## src/rfpe_pkg.sv

```systemverilog
package rfpe_pkg;

  // fixed field widths
  localparam int unsigned ID_FIELD_W  = 16;
  localparam int unsigned KEY_FIELD_W = 7;
  localparam int unsigned DUR_W       = 16;
  localparam int unsigned CFG_IDX_W   = 2;

  // highest bit index of the identifier field
  localparam int unsigned ID_FIELD_MSB = 15;

  // parameter defaults and ranges
  localparam int unsigned ID_BITS_DEF  = 16;
  localparam int unsigned KEY_BITS_DEF = 7;
  localparam int unsigned ID_BITS_MAX  = 32;
  localparam int unsigned KEY_BITS_MAX = 16;

  // frame length cap in segments
  localparam int unsigned MAX_SEGMENTS = 48;

  // register reset values and the hold segment length
  localparam logic [DUR_W-1:0] START_DUR_RST = 16'd500;
  localparam logic [DUR_W-1:0] SHORT_DUR_RST = 16'd110;
  localparam logic [DUR_W-1:0] LONG_DUR_RST  = 16'd300;
  localparam logic [DUR_W-1:0] HOLD_DUR      = 16'd0;

  typedef enum logic [CFG_IDX_W-1:0] {
    REG_START_DUR = 2'd0,
    REG_SHORT_DUR = 2'd1,
    REG_LONG_DUR  = 2'd2
  } cfg_reg_e;

  typedef enum logic [1:0] {
    ST_IDLE,
    ST_START,
    ST_BIT,
    ST_HOLD
  } enc_state_e;

  typedef struct packed {
    logic [ID_FIELD_W-1:0]  remote_id;
    logic [KEY_FIELD_W-1:0] key_code;
    logic                   action;
    logic                   append_hold;
  } frame_t;

  typedef struct packed {
    logic             line_level;
    logic [DUR_W-1:0] duration_us;
    logic             last_segment;
  } segment_t;

  typedef struct packed {
    logic [CFG_IDX_W-1:0] index;
    logic [DUR_W-1:0]     value;
  } cfg_wr_t;

endpackage

```

## src/rfpe_chan_if.sv

```systemverilog
interface rfpe_chan_if #(
  parameter type payload_t = logic
);
  logic     valid;
  logic     ready;
  payload_t data;

  modport source (output valid, output data, input ready);
  modport sink (input valid, input data, output ready);
endinterface

```

## src/rf_remote_pulse_encoder.sv

```systemverilog
// rf remote pulse encoder
//
// frame_i: one word is a frame request (remote_id, key_code, action, append_hold).
// seg_o:   one word per line segment (line_level, duration_us, last_segment).
// cfg_i:   register writes (index, value); 0 start, 1 short, 2 long duration.
//          always ready; other indexes are ignored. write only while idle.
//
// a frame is a start segment at the action level, then ID_BITS identifier bits
// and KEY_BITS key bits msb first, held in a shift register that moves one bit
// per emitted bit. a zero bit is two short segments (opposite level, then back),
// a one bit is one long segment at the opposite level, which flips the level.
// append_hold adds a final zero-length segment at the action level. frames are
// capped at 48 segments, the last one sent carries last_segment.
//
// after the accepting edge the sequencer enters the start state, and the start segment
// is registered from there once seg_o can advance. throughput: the sequencer emits one
// segment per cycle while seg_o is not stalled; a frame has 24 to 48 segments at default widths.
// frame_i is ready only while no frame is in progress.
// a stalled seg_o freezes the sequencer; the output register holds its word.
// reset clears the sequencer and output valid and restores the duration registers.
module rf_remote_pulse_encoder
  import rfpe_pkg::*;
#(
  parameter int unsigned ID_BITS  = ID_BITS_DEF,
  parameter int unsigned KEY_BITS = KEY_BITS_DEF
) (
  input  logic         clk_i,
  input  logic         rst_ni,
  rfpe_chan_if.sink    frame_i,
  rfpe_chan_if.sink    cfg_i,
  rfpe_chan_if.source  seg_o
);

  localparam int unsigned TOT_BITS = ID_BITS + KEY_BITS;
  localparam int unsigned BCW      = $clog2(TOT_BITS + 1);
  localparam int unsigned SCW      = $clog2(MAX_SEGMENTS);

  // duration registers
  logic [DUR_W-1:0] start_dur_q, short_dur_q, long_dur_q;

  // sequencer state
  enc_state_e          state_q, state_d;
  logic [BCW-1:0]      bit_cnt_q, bit_cnt_d;
  logic [SCW-1:0]      seg_cnt_q, seg_cnt_d;
  logic                phase_q, phase_d;
  logic                out_valid_q, out_valid_d;

  // frame payload
  logic [TOT_BITS-1:0] shift_q, shift_d;
  logic                level_q, level_d;
  logic                action_q, action_d;
  logic                hold_q, hold_d;
  segment_t            seg_q, seg_d;

  logic                frame_acc;
  logic                advance;
  logic                emit;
  logic                bit_done;
  logic                cur_bit;
  logic [ID_BITS_MAX-1:0]  id_ext;
  logic [KEY_BITS_MAX-1:0] key_ext;

  assign frame_acc     = frame_i.valid && frame_i.ready;
  assign advance       = !out_valid_q || seg_o.ready;
  assign frame_i.ready = (state_q == ST_IDLE);
  assign cfg_i.ready   = 1'b1;
  assign seg_o.valid   = out_valid_q;
  assign seg_o.data    = seg_q;

  assign id_ext  = ID_BITS_MAX'(frame_i.data.remote_id);
  assign key_ext = KEY_BITS_MAX'(frame_i.data.key_code);
  assign cur_bit = shift_q[TOT_BITS-1];

  // configuration writes
  always_ff @(posedge clk_i or negedge rst_ni) begin
    if (!rst_ni) begin
      start_dur_q <= START_DUR_RST;
      short_dur_q <= SHORT_DUR_RST;
      long_dur_q  <= LONG_DUR_RST;
    end else if (cfg_i.valid && cfg_i.ready) begin
      case (cfg_reg_e'(cfg_i.data.index))
        REG_START_DUR: start_dur_q <= cfg_i.data.value;
        REG_SHORT_DUR: short_dur_q <= cfg_i.data.value;
        REG_LONG_DUR:  long_dur_q  <= cfg_i.data.value;
        default: ;
      endcase
    end
  end

  // control registers
  always_ff @(posedge clk_i or negedge rst_ni) begin
    if (!rst_ni) begin
      state_q     <= ST_IDLE;
      bit_cnt_q   <= '0;
      seg_cnt_q   <= '0;
      phase_q     <= 1'b0;
      out_valid_q <= 1'b0;
    end else begin
      state_q     <= state_d;
      bit_cnt_q   <= bit_cnt_d;
      seg_cnt_q   <= seg_cnt_d;
      phase_q     <= phase_d;
      out_valid_q <= out_valid_d;
    end
  end

  // payload registers
  always_ff @(posedge clk_i) begin
    shift_q  <= shift_d;
    level_q  <= level_d;
    action_q <= action_d;
    hold_q   <= hold_d;
    seg_q    <= seg_d;
  end

  always_comb begin
    state_d     = state_q;
    bit_cnt_d   = bit_cnt_q;
    seg_cnt_d   = seg_cnt_q;
    phase_d     = phase_q;
    shift_d     = shift_q;
    level_d     = level_q;
    action_d    = action_q;
    hold_d      = hold_q;
    seg_d       = seg_q;
    emit        = 1'b0;
    bit_done    = 1'b0;
    out_valid_d = out_valid_q && !seg_o.ready;

    case (state_q)
      ST_IDLE: begin
        if (frame_acc) begin
          shift_d   = {id_ext[ID_BITS-1:0], key_ext[KEY_BITS-1:0]};
          action_d  = frame_i.data.action;
          hold_d    = frame_i.data.append_hold;
          level_d   = frame_i.data.action;
          bit_cnt_d = BCW'(TOT_BITS);
          seg_cnt_d = '0;
          phase_d   = 1'b0;
          state_d   = ST_START;
        end
      end
      ST_START: begin
        if (advance) begin
          emit              = 1'b1;
          seg_d.line_level  = action_q;
          seg_d.duration_us = start_dur_q;
          seg_d.last_segment = 1'b0;
          state_d           = ST_BIT;
        end
      end
      ST_BIT: begin
        if (advance) begin
          emit               = 1'b1;
          seg_d.last_segment = 1'b0;
          if (cur_bit) begin
            // one bit: single long segment, level flips
            seg_d.line_level  = !level_q;
            seg_d.duration_us = long_dur_q;
            level_d           = !level_q;
            bit_done          = 1'b1;
          end else if (!phase_q) begin
            // zero bit, first half at the opposite level
            seg_d.line_level  = !level_q;
            seg_d.duration_us = short_dur_q;
            phase_d           = 1'b1;
          end else begin
            // zero bit, second half back at the tracked level
            seg_d.line_level  = level_q;
            seg_d.duration_us = short_dur_q;
            phase_d           = 1'b0;
            bit_done          = 1'b1;
          end
          if (bit_done) begin
            shift_d   = shift_q << 1;
            bit_cnt_d = bit_cnt_q - BCW'(1);
            if (bit_cnt_q == BCW'(1)) begin
              if (hold_q) begin
                state_d = ST_HOLD;
              end else begin
                seg_d.last_segment = 1'b1;
                state_d            = ST_IDLE;
              end
            end
          end
        end
      end
      ST_HOLD: begin
        if (advance) begin
          emit               = 1'b1;
          seg_d.line_level   = action_q;
          seg_d.duration_us  = HOLD_DUR;
          seg_d.last_segment = 1'b1;
          state_d            = ST_IDLE;
        end
      end
      default: begin
        state_d = ST_IDLE;
      end
    endcase

    if (emit) begin
      out_valid_d = 1'b1;
      seg_cnt_d   = seg_cnt_q + SCW'(1);
      // frame cut at the segment cap
      if (seg_cnt_q == SCW'(MAX_SEGMENTS - 1)) begin
        seg_d.last_segment = 1'b1;
        state_d            = ST_IDLE;
      end
    end
  end

  // an accepted frame always opens with the start segment
  assert property (@(posedge clk_i) disable iff (!rst_ni)
    frame_acc |=> state_q == ST_START)
    else $error("frame accept did not enter start state");

  // a segment marked last returns the sequencer to idle
  assert property (@(posedge clk_i) disable iff (!rst_ni)
    (emit && seg_d.last_segment) |=> state_q == ST_IDLE)
    else $error("last segment sent but sequencer still busy");

  // the hold segment sits at the action level with zero length
  assert property (@(posedge clk_i) disable iff (!rst_ni)
    (emit && state_q == ST_HOLD) |=>
      (seg_q.duration_us == HOLD_DUR && seg_q.line_level == action_q))
    else $error("bad hold segment");

  // bit state always has bits left to send
  assert property (@(posedge clk_i) disable iff (!rst_ni)
    state_q == ST_BIT |-> bit_cnt_q != '0)
    else $error("bit state with empty bit counter");

  // an emitted segment is never dropped by a stalled receiver
  assert property (@(posedge clk_i) disable iff (!rst_ni)
    (out_valid_q && !seg_o.ready) |-> !emit)
    else $error("segment overwritten while stalled");

endmodule

```

## src/flat_wrapper.sv

```systemverilog
// flat-port wrapper written by rule: the top's interface ports become plain ports
module rf_remote_pulse_encoder_flat import rfpe_pkg::*;
#(
  parameter int unsigned ID_BITS  = ID_BITS_DEF,
  parameter int unsigned KEY_BITS = KEY_BITS_DEF
)
  (clk_i, rst_ni, frame_i_valid, frame_i_data, frame_i_ready, cfg_i_valid, cfg_i_data, cfg_i_ready, seg_o_valid, seg_o_data, seg_o_ready);
  rfpe_chan_if #(.payload_t(frame_t)) frame_i_i ();
  rfpe_chan_if #(.payload_t(cfg_wr_t)) cfg_i_i ();
  rfpe_chan_if #(.payload_t(segment_t)) seg_o_i ();
  input  logic clk_i;
  input  logic rst_ni;
  input wire logic [$bits(frame_i_i.valid)-1:0] frame_i_valid;
  input wire logic [$bits(frame_i_i.data)-1:0] frame_i_data;
  output wire logic [$bits(frame_i_i.ready)-1:0] frame_i_ready;
  input wire logic [$bits(cfg_i_i.valid)-1:0] cfg_i_valid;
  input wire logic [$bits(cfg_i_i.data)-1:0] cfg_i_data;
  output wire logic [$bits(cfg_i_i.ready)-1:0] cfg_i_ready;
  output wire logic [$bits(seg_o_i.valid)-1:0] seg_o_valid;
  output wire logic [$bits(seg_o_i.data)-1:0] seg_o_data;
  input wire logic [$bits(seg_o_i.ready)-1:0] seg_o_ready;
  assign frame_i_i.valid = frame_i_valid;
  assign frame_i_i.data = frame_i_data;
  assign frame_i_ready = frame_i_i.ready;
  assign cfg_i_i.valid = cfg_i_valid;
  assign cfg_i_i.data = cfg_i_data;
  assign cfg_i_ready = cfg_i_i.ready;
  assign seg_o_valid = seg_o_i.valid;
  assign seg_o_data = seg_o_i.data;
  assign seg_o_i.ready = seg_o_ready;
  rf_remote_pulse_encoder #(.ID_BITS(ID_BITS), .KEY_BITS(KEY_BITS)) u_core (.clk_i(clk_i), .rst_ni(rst_ni), .frame_i(frame_i_i), .cfg_i(cfg_i_i), .seg_o(seg_o_i));
endmodule
```

## config.mk

```make
export PLATFORM = sky130hd
export DESIGN_NAME = rf_remote_pulse_encoder_flat
export DESIGN_NICKNAME = d
export VERILOG_FILES = /design/src/rfpe_pkg.sv /design/src/rfpe_chan_if.sv /design/src/rf_remote_pulse_encoder.sv /design/src/flat_wrapper.sv
export SDC_FILE = /design/constraint.sdc
export NUM_CORES = 1
export LEC_CHECK = 0
export ABC_CLOCK_PERIOD_IN_PS = 5700
export BUFFER_PORTS_ARGS = -buffer_cell sky130_fd_sc_hd__buf_2
export CORE_UTILIZATION = 30
export DETAILED_ROUTE_END_ITERATION = 8
export PLACE_DENSITY = 0.47
export RECOVER_POWER = 50
export SYNTH_ARGS = -nofsm -noshare
export SYNTH_HDL_FRONTEND = slang
export SYNTH_SLANG_ARGS = --single-unit
```

## constraint.sdc

```tcl
create_clock -name clk_i -period 5.7 [get_ports clk_i]
set_clock_uncertainty 0.1 [all_clocks]
set_input_delay 1.71 -clock clk_i [delete_from_list [all_inputs] [get_ports clk_i]]
set_output_delay 1.71 -clock clk_i [all_outputs]
set_load 0.03 [all_outputs]
```

# After elaboration in Yosys (flattened, before gate mapping)
# Cells that the tools add are included.
dict set report totals {
  ff_bits 107
  latch_bits 0
  ram_bits 0
  romBits 0
  inputBits 48
  output_inout_bits 21
  elab_cells 101
  memories 0
}
dict set report op_classes {
  addsub 2
  multipliers 0
  div 0
  n_lt_le_gt_ge 0
  n_eq_ne 14
  shifts 0
  n_mux 48
  bitwise_logic 0
  n_reduce_logical 22
}
# operator n
set op_table {}
lappend op_table {{23-bit 2-to-1 mux} 3}
lappend op_table {{18-bit 2-to-1 mux} 3}
lappend op_table {{18-bit one-hot mux with 3 select lines} 1}
lappend op_table {{23-bit one-hot mux with 2 select lines} 1}
lappend op_table {{17-bit 2-to-1 mux} 2}
lappend op_table {{1-bit 2-to-1 mux} 19}
lappend op_table {{2-bit 2-to-1 mux} 9}
lappend op_table {{6-bit 2-to-1 mux} 3}
lappend op_table {{4-bit AND reduction} 4}
lappend op_table {{5-bit 2-to-1 mux} 3}
lappend op_table {{2-bit by 1-bit != test with 1-bit output (second input constant)} 5}
lappend op_table {{5-bit one-hot mux with 2 select lines} 1}
lappend op_table {{2-bit AND reduction} 5}
lappend op_table {{2-bit one-hot mux with 4 select lines} 1}
lappend op_table {{6-bit by 1-bit adder with 6-bit output (second input constant)} 1}
lappend op_table {{2-bit == test (second input constant)} 3}
lappend op_table {{6-bit == test (second input constant)} 1}
lappend op_table {{2-bit nonzero test} 3}
lappend op_table {{5-bit by 1-bit == test with 1-bit output (second input constant)} 1}
lappend op_table {{5-bit by 1-bit subtractor with 5-bit output (second input constant)} 1}
lappend op_table {{2-bit by 1-bit == test with 1-bit output (second input constant)} 2}
lappend op_table {{2-bit zero test} 2}
lappend op_table {{2-bit != test (second input constant)} 2}
lappend op_table {{1-bit one-hot mux with 2 select lines} 2}
lappend op_table {{5 further kinds} 8}

# Longest topological paths before layout
# Gate-level depths: netlist of the first run.
dict set report logic_depth {
  depth_word 9
  depth_mapped 6
  mapped_depth_nobuf 6
}

# Worst setup path before layout of the first run
# No wires, ideal clock.
dict set report synth_timing {
  kind {input to register}
  from {in seg_o_ready}
  to {reg u_core.bit_cnt_q[4]}
  setup_ns 0.122
  t_arrival_ns 3.129
  required_time_ns 5.478
  setup_slack_ns 2.349
  cell_stages 5
  path_buffers 1
  cell_sequence {nor2b_4 > clkbuf_8 > a211oi_4 > and3_2 > o21ai_1}
}
dict set report synth_via {
  elab_chain_cells 3
}
# item line
set synth_lines {}
lappend synth_lines {{from (decl)} flat_wrapper.sv:21} ;# input wire logic [$bits(seg_o_i.ready)-1:0] seg_o_ready;
lappend synth_lines {{1-bit logical OR} rf_remote_pulse_encoder.sv:64} ;# assign advance = !out_valid_q || seg_o.ready;
lappend synth_lines {{2-bit by 1-bit != test with 1-bit output (no source line)} -}
lappend synth_lines {{4-bit AND reduction (no source line)} -}
lappend synth_lines {{to (signal assigned)} rf_remote_pulse_encoder.sv:100} ;# bit_cnt_q <= bit_cnt_d;
lappend synth_lines {{to (decl)} rf_remote_pulse_encoder.sv:43} ;# logic [BCW-1:0] bit_cnt_q, bit_cnt_d;
# Every way passes these cells.
# A chain may end at the register's enable or synchronous reset.

# Final worst setup path of the first run
# Ends and elaborated chain as after synthesis.

==> results.txt, run 1 <==
first-pass GRT wire length: 16,100 um
ys async rst share: 0.589
clock share of power: 0.219
synthesized area per cell: 12.7 um^2
antenna violations before repair: 1
Non-Filler Instances: 655
initial DRC count: 106
Worst-Margin Slew: 1.57 ns
DP Wirelength: 6270 um
Fmax: 268 MHz
H-tree levels: 3
YS warnings: 0
clock buffer depth: 2
pwr/cell area: 506 mW/mm^2
Post-Syn Instances: 373
Die Height: 127 um
cell row count: 45
clk slew on worst S/H paths: 0.07 ns
R2R depth: 5
die width: 127 um
Reg power frac: 0.466
maxcap violations: 1
maximum VDD drop: 189 uV
switch share: 0.358
Comb power frac: 0.315
Final period util: 0.654
failing checks: capacitance limit, slew limit
placed insts: 638
GRT Total Usage: 0.132
hold_buf cts: 0
status: finished, violations left
CTS buffer count: 9
final wirelength: 9840 um
CTS Sinks: 107
synth top area cells: edfxtp_1, dfrtp_1, mux2_2
WP data arrival: 3.87 ns
simple-gate share of the synthesized area: 0.124
Slew headroom: -0.0434
Via-to-Cell Ratio: 4.50
DRT Pass-1 Iters: 5
largest net degree at the start of global routing: 40
Tmin final: 3.73 ns
Routed wire per std cell: 15.0 um
Crit Path Class: in2reg
vias in the first global route: 3,069
area grow syn2layout: 16.0%
total internal power: 1.78 mW
gp weighted congestion: 0.698
#FFs+latches synth: 107
# resized after CTS: 0
Synth Cell Area: 0.00472 mm^2
Synth Area in Compound Gates: 0.0667
Synthesized Nets: 424
main combinational cell family by area after synthesis: multiplexers
crit path capture type: register
register area share after synthesis: 0.615
worst-path maximum fanout: 31
Final Max Tran Viols: 32
count leader, synth: nand2_1
setup TNS: 0 ns
Worst Setup Start Kind: primary input
Static Leak: 2.31 nW
CTS Root Cell: clkbuf_16
sw power: 994 uW
EDFF count, synth: 43
Synth Flop Type: dfrtp_1
Remaining DRCs: 0
vias: 2,950
Synth top cells by count: nand2_1, dfrtp_1, mux2_2
Synth Area in XOR/XNOR: 0.00556
starting density of the core: 0.310
largest area contributor in the netlist: edfxtp_1
GRT overflow: 0
Final Hold Fails: 0
Clock Latency Late Sink: 0.35 ns
Final ANT Viol Nets: 0
Critical Path RT: 5.84 ns
DIE AREA: 0.0163 mm^2
Final nets: 489
TritonCTS clock tree: done
final setup violation count: 0
FF-to-FF setup slack: 2.89 ns
unrepaired setup endpoints after global routing: no
PortBufs: 67
Synth Area in Adders: 0.00794
hold crit path type: reg2reg
Core ar.: 0.0153 mm^2
share of cells above drive strength 1: 0.341
reg2reg start: u_core.state_q[1]
Synth top area share: 0.273
mux cell area share after synthesis: 0.148
I/O pins: 69
Distinct cells, synth: 55
crit path capture: u_core.bit_cnt_q[4]
Post-CTS Setup Inserts: 0
Worst R2R End: u_core.bit_cnt_q[4]
crit path launch: seg_o_ready
==> power groups by stage <==
stage	combinational, mW	clock (mW)	sequential, mW
3_3_place_gp	0.890	0	1.31
4_1_cts	0.908	0.629	1.30
3_5_place_dp	0.905	0	1.31
2_1_floorplan	0.596	0	1.38
5_1_grt	0.989	0.657	1.33
6_report	0.874	0.607	1.30
==> layer usage <==
metal | part of all wire | GRT usage
met1 | 0.46 | 0.161
met2 | 0.46 | 0.207
met3 | 0.062 | 0.0486
met4 | 0.022 | 0.0595
met5 | 0 | 0
==> cell type report <==
cell class / count / area (um^2)
Multi-Input combinational cell: 241 / 1640
Timing Repair Buffer: 71 / 352
Tap cell: 211 / 264
Sequential cell: 107 / 2910
Clock buffer: 11 / 243
Inverter: 8 / 30.0
Antenna cell: 1 / 2.50
Fill cell: 1521 / 9780
Clock inverter: 5 / 43.8
==> sequential cells by signal, summed over array words and instances, names as in the netlist <==
register	count
u_core.level_q	1
u_core.action_q	1
u_core.shift_q	23
u_core.seg_cnt_q	6
u_core.short_dur_q	16
u_core.seg_o.data	18
u_core.seg_o.valid	1
u_core.start_dur_q	16
u_core.hold_q	1
u_core.long_dur_q	16
u_core.phase_q	1
u_core.bit_cnt_q	5
u_core.state_q	2
==> worst min-delay path by stage <==
stage | start | to | slack [ns] | cells past startpoint
2_1_floorplan | u_core.seg_cnt_q[5] | u_core.seg_cnt_q[5] | 0.35 | 1
3_3_place_gp | u_core.seg_cnt_q[5] | u_core.seg_cnt_q[5] | 0.37 | 1
3_5_place_dp | u_core.seg_cnt_q[5] | u_core.seg_cnt_q[5] | 0.38 | 1
4_1_cts | u_core.seg_cnt_q[5] | u_core.seg_cnt_q[5] | 0.39 | 1
5_1_grt | u_core.long_dur_q[4] | u_core.long_dur_q[4] | 0.42 | 1
6_report | u_core.seg_cnt_q[5] | u_core.seg_cnt_q[5] | 0.40 | 1
==> critical path, stage by stage <==
cell and delay [ns]:
clkbuf_1 0.10, nor2b_1 0.19, a211oi_4 0.27, clkbuf_1 1.16
and3_2 0.38, o21ai_1 0.06
==> layout by cell type (no fill, tap or decap), drive strengths merged, types with 2 or more instances in the layout <==
| master | synthesis | layout |
|---|---|---|
| and3 | 2 | 2 |
| nand3 | 4 | 4 |
| edfxtp | 43 | 43 |
| o21a | 2 | 2 |
| a21oi | 8 | 8 |
| nor2 | 7 | 7 |
| clkinv | 0 | 2 |
| xnor2 | 2 | 2 |
| nor3 | 3 | 3 |
| nand2 | 89 | 89 |
| a211oi | 2 | 2 |
| a21o | 2 | 2 |
| inv | 8 | 11 |
| mux2 | 48 | 48 |
| clkbuf | 5 | 18 |
| buf | 12 | 64 |
| o21ai | 24 | 24 |
| nor4b | 2 | 2 |
| nand3b | 2 | 2 |
| a31oi | 2 | 2 |
| nor3b | 4 | 4 |
| dfstp | 15 | 15 |
| mux2i | 16 | 16 |
| nor2b | 2 | 2 |
| dfrtp | 48 | 48 |
| ha | 3 | 3 |
==> logic make-up (layout without fill, tap and decap cells) <==
logic type	Yosys count	count (layout)
buf+inv	25	95
mux	64	64
fa+ha+maj	3	3
xor+xnor	3	3
compound gates	47	47
flops	107	107
simple gates	123	123
other cells	1	2
==> through the flow <==
step	total power, mW	setup WS, ns	instance area (um^2)	util	hold WS, ns
6_report	2.78	1.97	5480	0.359	0.398
5_1_grt	2.97	1.80	5480	0.359	0.424
4_1_cts	2.84	2.25	5520	0.362	0.395
3_5_place_dp	2.22	2.27	5230	0.343	0.378
3_3_place_gp	2.20	2.30	5230	0.343	0.368
2_1_floorplan	1.98	2.35	4720	-	0.348
No activity file was read; power rests on OpenSTA's default activity.
==> inputs of run 2 (changes only) <==
ABC_AREA = 1   (was unset)
ABC_CLOCK_PERIOD_IN_PS = 3800   (was 5700)
clock period = 3.8 ns   (was 5.7 ns; I/O delays follow)
==> run 2 against run 1 <==
The flow still finishes with violations (capacitance limit, slew limit); non-clock buffer count grew 1; sequential share of layout area grew 0.55 points; die area shrank 1.6%; combinational power grew 51%; synthesized area shrank 1.6%; utilization shrank 0.10 points.
==> results.txt, run 2 <==
FF-to-FF setup slack: 1.20 ns (-1.69 ns)
slowest stage delay, CP: 0.83 ns (-0.33 ns)
reg2reg start: u_core.state_q[0]
status: finished, violations left
initial DRC count: 193 (+82%)
Worst Setup Start Kind: primary input
DP Wirelength: 6510 um (+3.8%)
#FFs+latches synth: 107 (unchanged)
GRT overflow: 0 (unchanged)
Final Hold Fails: 0 (unchanged)
placed insts: 728 (+14%)
Via-to-Cell Ratio: 4.51 (+0.12%)
Critical Path RT: 3.76 ns (-2.08 ns)
Final ANT Viol Nets: 0 (unchanged)
Non-Filler Instances: 744 (+14%)
Final Cell Area: 0.00543 mm^2 (-1.0%)
Tmin final: 2.87 ns
final hold slack: 0.385 ns (-0.0127 ns)
ANT cells: 0 (-1)
CTS Root Cell: clkbuf_16
Most common cell on crit path: nand2_1
clock buffer depth: 2 (unchanged)
WHS Path Cells: 2 (+1)
Synth Area in XOR/XNOR: 0 (-0.00556)
clock share of power: 0.215 (-0.004)
final setup violation count: 0 (unchanged)
placed cell area: 0.00517 mm^2 (-1.2%)
commonest non-fill, non-tap cell in the layout: nand2_1
register area share after synthesis: 0.625 (+0.00993)
Distinct cells, synth: 28 (-49%)
starting density of the core: 0.307 (-0.00265)
count leader, synth: nand2_1
Post-CTS Setup Inserts: 0 (unchanged)
Crit Path Class: in2reg
total internal power: 2.57 mW (+44%)
worst min-delay path endpoint: u_core.short_dur_q[10]
Final period util: 0.756
YS warnings: 0 (unchanged)
Fmax: 348 MHz
DRT Pass-1 Iters: 5 (unchanged)
I/O pins: 69 (unchanged)
CTS buffer count: 9 (unchanged)
Synth Area in Adders: 0.00807 (+0.000128)
cell row count: 45 (unchanged)
hold crit path type: reg2reg
gp weighted congestion: 0.746 (+6.9%)
first-pass GRT wire length: 16,900 um (+4.9%)
Final Max Tran Viols: 32 (unchanged)
final wirelength: 9930 um (+0.94%)
antenna violations before repair: 0 (-1)
maxcap violations: 1 (unchanged)
Pwr Total: 4.09 mW (+47%)
worst path cell trace: clkbuf_1, inv_1, nand2_1, nand2_1, clkbuf_1, nand2_4, nand2_1, inv_4
Final nets: 602 (+23%)
hold_buf cts: 0 (unchanged)
# resized after CTS: 0 (unchanged)
Synth Cell Area: 0.00465 mm^2 (-1.6%)
worst-path maximum fanout: 28 (-9.7%)
Remaining DRCs: 0 (unchanged)
synth top area cells: edfxtp_1, dfrtp_1, nand2_1
Largest Register: u_core.shift_q
DIE AREA: 0.0160 mm^2 (-1.6%)
synthesized area per cell: 9.53 um^2 (-25%)
clk slew on worst S/H paths: 0.07 ns (about the same)
Die Height: 126 um (-0.78%)
maximum VDD drop: 340 uV (+79%)
die width: 126 um (-0.78%)
pre-CTS WS: 1.15 ns (-1.13 ns)
worst hold start: u_core.short_dur_q[10]
unrepaired setup endpoints after global routing: no
Synth top area share: 0.278 (+0.00441)
TritonCTS clock tree: done
largest net degree at the start of global routing: 35 (-13%)
switch share: 0.371 (+0.0129)
post-layout util: 0.358 (-0.00105)
Reg power frac: 0.461 (-0.005)
Core ar.: 0.0151 mm^2 (-0.74%)
area grow syn2layout: 16.7%
R2R depth: 7 (+2)
CTS Sinks: 107 (unchanged)
Routed wire per std cell: 13.3 um (-11%)
failing checks: capacitance limit, slew limit
Clock Latency Late Sink: 0.35 ns (about the same)
Worst R2R End: u_core.shift_q[16]
simple-gate share of the synthesized area: 0.185 (+0.0617)
pwr/cell area: 753 mW/mm^2 (+49%)
Comb power frac: 0.324 (+0.009)
setup TNS: 0 ns (unchanged)
fin worst setup slack: 0.927 ns (-1.04 ns)
PortBufs: 67 (unchanged)
main combinational cell family by area after synthesis: simple AND/OR/NAND/NOR gates
max reg flops: 23 (unchanged)
sw power: 1.51 mW (+52%)
Worst path slowest cell: clkbuf_1
WP data arrival: 2.84 ns (-1.03 ns)
Worst-Margin Slew: 1.82 ns (+0.253 ns)
vias: 3,355 (+14%)
Synth Flop Type: dfrtp_1
GRT Total Usage: 0.137 (+0.00575)
EDFF count, synth: 43 (unchanged)
leading cell types in the layout, fill and taps excluded: nand2_1, buf_2, o21ai_0, dfrtp_1, edfxtp_1
Static Leak: 2.56 nW (+10%)
Slew headroom: -0.212 (-0.169)
ys async rst share: 0.589 (unchanged)
Synth top cells by count: nand2_1, o21ai_0, dfrtp_1
Post-Syn Instances: 488 (+31%)
share of cells above drive strength 1: 0.185 (-0.156)
H-tree levels: 3 (unchanged)
mux cell area share after synthesis: 0.0344 (-0.114)
largest area contributor in the netlist: edfxtp_1
vias in the first global route: 3,373 (+9.9%)
Synth Area in Compound Gates: 0.0912 (+0.0245)
crit path capture type: register
Synthesized Nets: 539 (+27%)
==> run 2: power groups by stage <==
stage               logic (mW)  registers, mW  clock network (mW)
CTS                       1.37           1.89               0.923
floorplan                0.820           2.05                   0
global route              1.51           1.93               0.974
global placement          1.35           1.89                   0
finish                    1.32           1.88               0.880
detailed placement        1.37           1.90                   0
==> run 2: worst max-delay path by stage <==
stage                                  from              endpoint  slack, ns  depth (start not counted)
after floorplan                 seg_o_ready     u_core.shift_q[0]       1.56                          7
after detailed placement        seg_o_ready  u_core.seg_o.data[0]       1.15                          8
after global placement          seg_o_ready  u_core.seg_o.data[0]       1.18                          8
after global routing            seg_o_ready   u_core.bit_cnt_q[1]       0.74                         10
final                           seg_o_ready    u_core.shift_q[16]       0.93                          8
after CTS                 u_core.state_q[0]         frame_i_ready       1.25                          2
==> run 2: critical path, delay by kind of cell <==
kind                   cells  cell delay (ns)
and+or+nand+nor            4             0.53
buffers and inverters      4             1.15
==> run 2: routing by layer <==
layer / GRT usage / share of wire / vias to the layer above
met5: 0 / 0 / -
met4: 0.0361 / 0.010 / 0
met3: 0.0477 / 0.045 / 6
met2: 0.224 / 0.47 / 63
met1: 0.173 / 0.47 / 1579
li1: - / - / 1707
==> run 2: final cells by class <==
class / count / area [um^2]
well taps: 188 / 235
clock buffers: 13 / 260
fillers: 1576 / 9720
inverters: 41 / 156
multi-input cells: 320 / 1480
repair buffers: 72 / 378
flip-flops and latches: 107 / 2910
clock inverters: 3 / 15.0
==> run 2: logic make-up after synthesis <==
logic type,after synthesis
compound gates,84
fa+ha+maj,3
buf+inv,61
other cells,1
flops,107
mux,16
simple gates,216
==> inputs of run 3 (changes only) <==
ABC_AREA = 0   (was 1)
ABC_CLOCK_PERIOD_IN_PS = 2800   (was 3800)
clock period = 2.8 ns   (was 3.8 ns; I/O delays follow)
==> run 3 against run 2 <==
The run now ends clean; setup slack worse by 0.63 ns; first-iteration DRC count down 30%; combinational power up 42%; largest cell class unchanged.
==> results.txt, run 3 (synthesized netlist as in run 1, its figures left out) <==
status: finished, final reports clean
final wirelength: 10,100 um (+1.9%)
final hold slack: 0.374 ns (-0.0113 ns)
DRT Pass-1 Iters: 4 (-1)
maxcap violations: 0 (-1)
pwr/cell area: 1040 mW/mm^2 (+38%)
GRT overflow: 0 (unchanged)
maximum VDD drop: 448 uV (+32%)
Final nets: 496 (-18%)
Slew headroom: 0.128 (+0.340)
Final Max Tran Viols: 0 (-100%)
I/O pins: 69 (unchanged)
worst-path maximum fanout: 12 (-57%)
initial DRC count: 136 (-30%)
pre-CTS WS: 0.416 ns (-0.731 ns)
clock share of power: 0.224 (+0.009)
total internal power: 3.75 mW (+46%)
worst path cell trace: nor2_1, buf_2
TritonCTS clock tree: done
CTS Root Cell: clkbuf_16
starting density of the core: 0.310 (+0.00265)
fin worst setup slack: 0.300 ns (-0.627 ns)
Final period util: 0.893
Via-to-Cell Ratio: 4.51 (+0.11%)
final setup violation count: 0 (unchanged)
Final Cell Area: 0.00557 mm^2 (+2.6%)
Remaining DRCs: 0 (unchanged)
first-pass GRT wire length: 16,600 um (-1.6%)
leading cell types in the layout, fill and taps excluded: nand2_1, buf_2, mux2_2, dfrtp_1, edfxtp_1
Worst-Margin Slew: 1.31 ns (-0.510 ns)
# resized after CTS: 0 (unchanged)
DIE AREA: 0.0163 mm^2 (+1.6%)
H-tree levels: 3 (unchanged)
Fmax: 400 MHz
Core ar.: 0.0153 mm^2 (+0.74%)
GRT Total Usage: 0.135 (-0.00211)
die width: 127 um (+0.79%)
Static Leak: 2.36 nW (-7.7%)
Critical Path RT: 1.86 ns (-1.90 ns)
PortBufs: 67 (unchanged)
area grow syn2layout: 17.8%
Tmin final: 2.50 ns
Final ANT Viol Nets: 0 (unchanged)
share of cells above drive strength 1: 0.351 (+0.166)
placed cell area: 0.00531 mm^2 (+2.7%)
Largest Register: u_core.shift_q
largest net degree at the start of global routing: 27 (-23%)
sw power: 2.05 mW (+36%)
Comb power frac: 0.323 (about the same)
crit path launch: u_core.state_q[1]
Worst path slowest cell: dfrtp_1
Post-CTS Setup Inserts: 0 (unchanged)
setup TNS: 0 ns (unchanged)
placed insts: 645 (-11%)
gp weighted congestion: 0.759 (+1.6%)
DP Wirelength: 6680 um (+2.7%)
Worst Setup Start Kind: register
post-layout util: 0.365 (+0.00654)
reg2reg start: u_core.state_q[1]
Crit Path Class: reg2out
hold_buf cts: 0 (unchanged)
worst hold start: u_core.seg_o.data[0]
max reg flops: 23 (unchanged)
CTS buffer count: 9 (unchanged)
Die Height: 127 um (+0.79%)
Sequential cell area: 0.00291 mm^2 (unchanged)
vias in the first global route: 3,123 (-7.4%)
clock buffer depth: 2 (unchanged)
commonest non-fill, non-tap cell in the layout: nand2_1
Final Hold Fails: 0 (unchanged)
slowest stage delay, CP: 0.56 ns (-0.27 ns)
CTS Sinks: 107 (unchanged)
unrepaired setup endpoints after global routing: no
crit path capture type: primary output
vias: 2,993 (-11%)
switch share: 0.354 (-0.0166)
hold crit path type: reg2reg
Clock Latency Late Sink: 0.35 ns (about the same)
cell row count: 45 (unchanged)
Routed wire per std cell: 15.3 um (+14%)
WP data arrival: 1.56 ns (-1.28 ns)
Fill cells: 1,532 (-2.8%)
Non-Filler Instances: 663 (-11%)
antenna violations before repair: 1 (+1)
Reg power frac: 0.453 (-0.008)
area occupied by multi-input gates: 0.00165 mm^2 (+12%)
Pwr Total: 5.80 mW (+42%)
clk slew on worst S/H paths: 0.07 ns (about the same)
## run 3: cell count changes in the layout (fill, tap and decap cells not counted), sizes merged, moves of 4 or more
cell    before  now
inv         41   11
nor3b        0    4
o21ai       76   24
nand3       11    4
clkbuf      17   21
mux2         0   48
nand2      183   89
nor2        20    7
## run 3: worst max-delay path, delay by kind of cell, from the launching register on
| family | cells | cell delay (ns) |
|---|---|---|
| simple gates | 1 | 0.37 |
| buf+inv | 1 | 0.27 |
| flops | 1 | 0.56 |
## run 3: power by group through the flow
stage | combinational (mW) | sequential (mW) | clock [mW]
finish | 1.87 | 2.63 | 1.30
global route | 2.10 | 2.71 | 1.41
CTS | 1.93 | 2.65 | 1.34
detailed placement | 1.92 | 2.67 | 0
global placement | 1.90 | 2.67 | 0
floorplan | 1.21 | 2.81 | 0
## run 3: final cells by class
type                            count  share of cell area
Antenna cell                        2            0.000899
Clock buffer                       12              0.0481
Clock inverter                      4             0.00652
Inverter                            8             0.00539
Multi-Input combinational cell    241               0.296
Sequential cell                   107               0.522
Tap cell                          211              0.0474
Timing Repair Buffer               78              0.0733
## run 3: per-layer routing
layer,global-route usage,part of all wire
met1,0.172,0.48
met2,0.217,0.46
met3,0.0440,0.053
met4,0.0441,0.013
met5,0,0
## run 3: worst paths after layout
kind	end	slack [ns]	cells after the start
setup / recovery	frame_i_ready	0.30	2
setup reg to reg	u_core.seg_o.data[12]	0.34	3
max in group asynchronous	u_core.bit_cnt_q[2]	0.52	2
min in group asynchronous	u_core.long_dur_q[10]	0.66	1
hold / removal	u_core.seg_o.data[0]	0.37	1
hold reg to reg	u_core.seg_o.data[0]	0.37	1
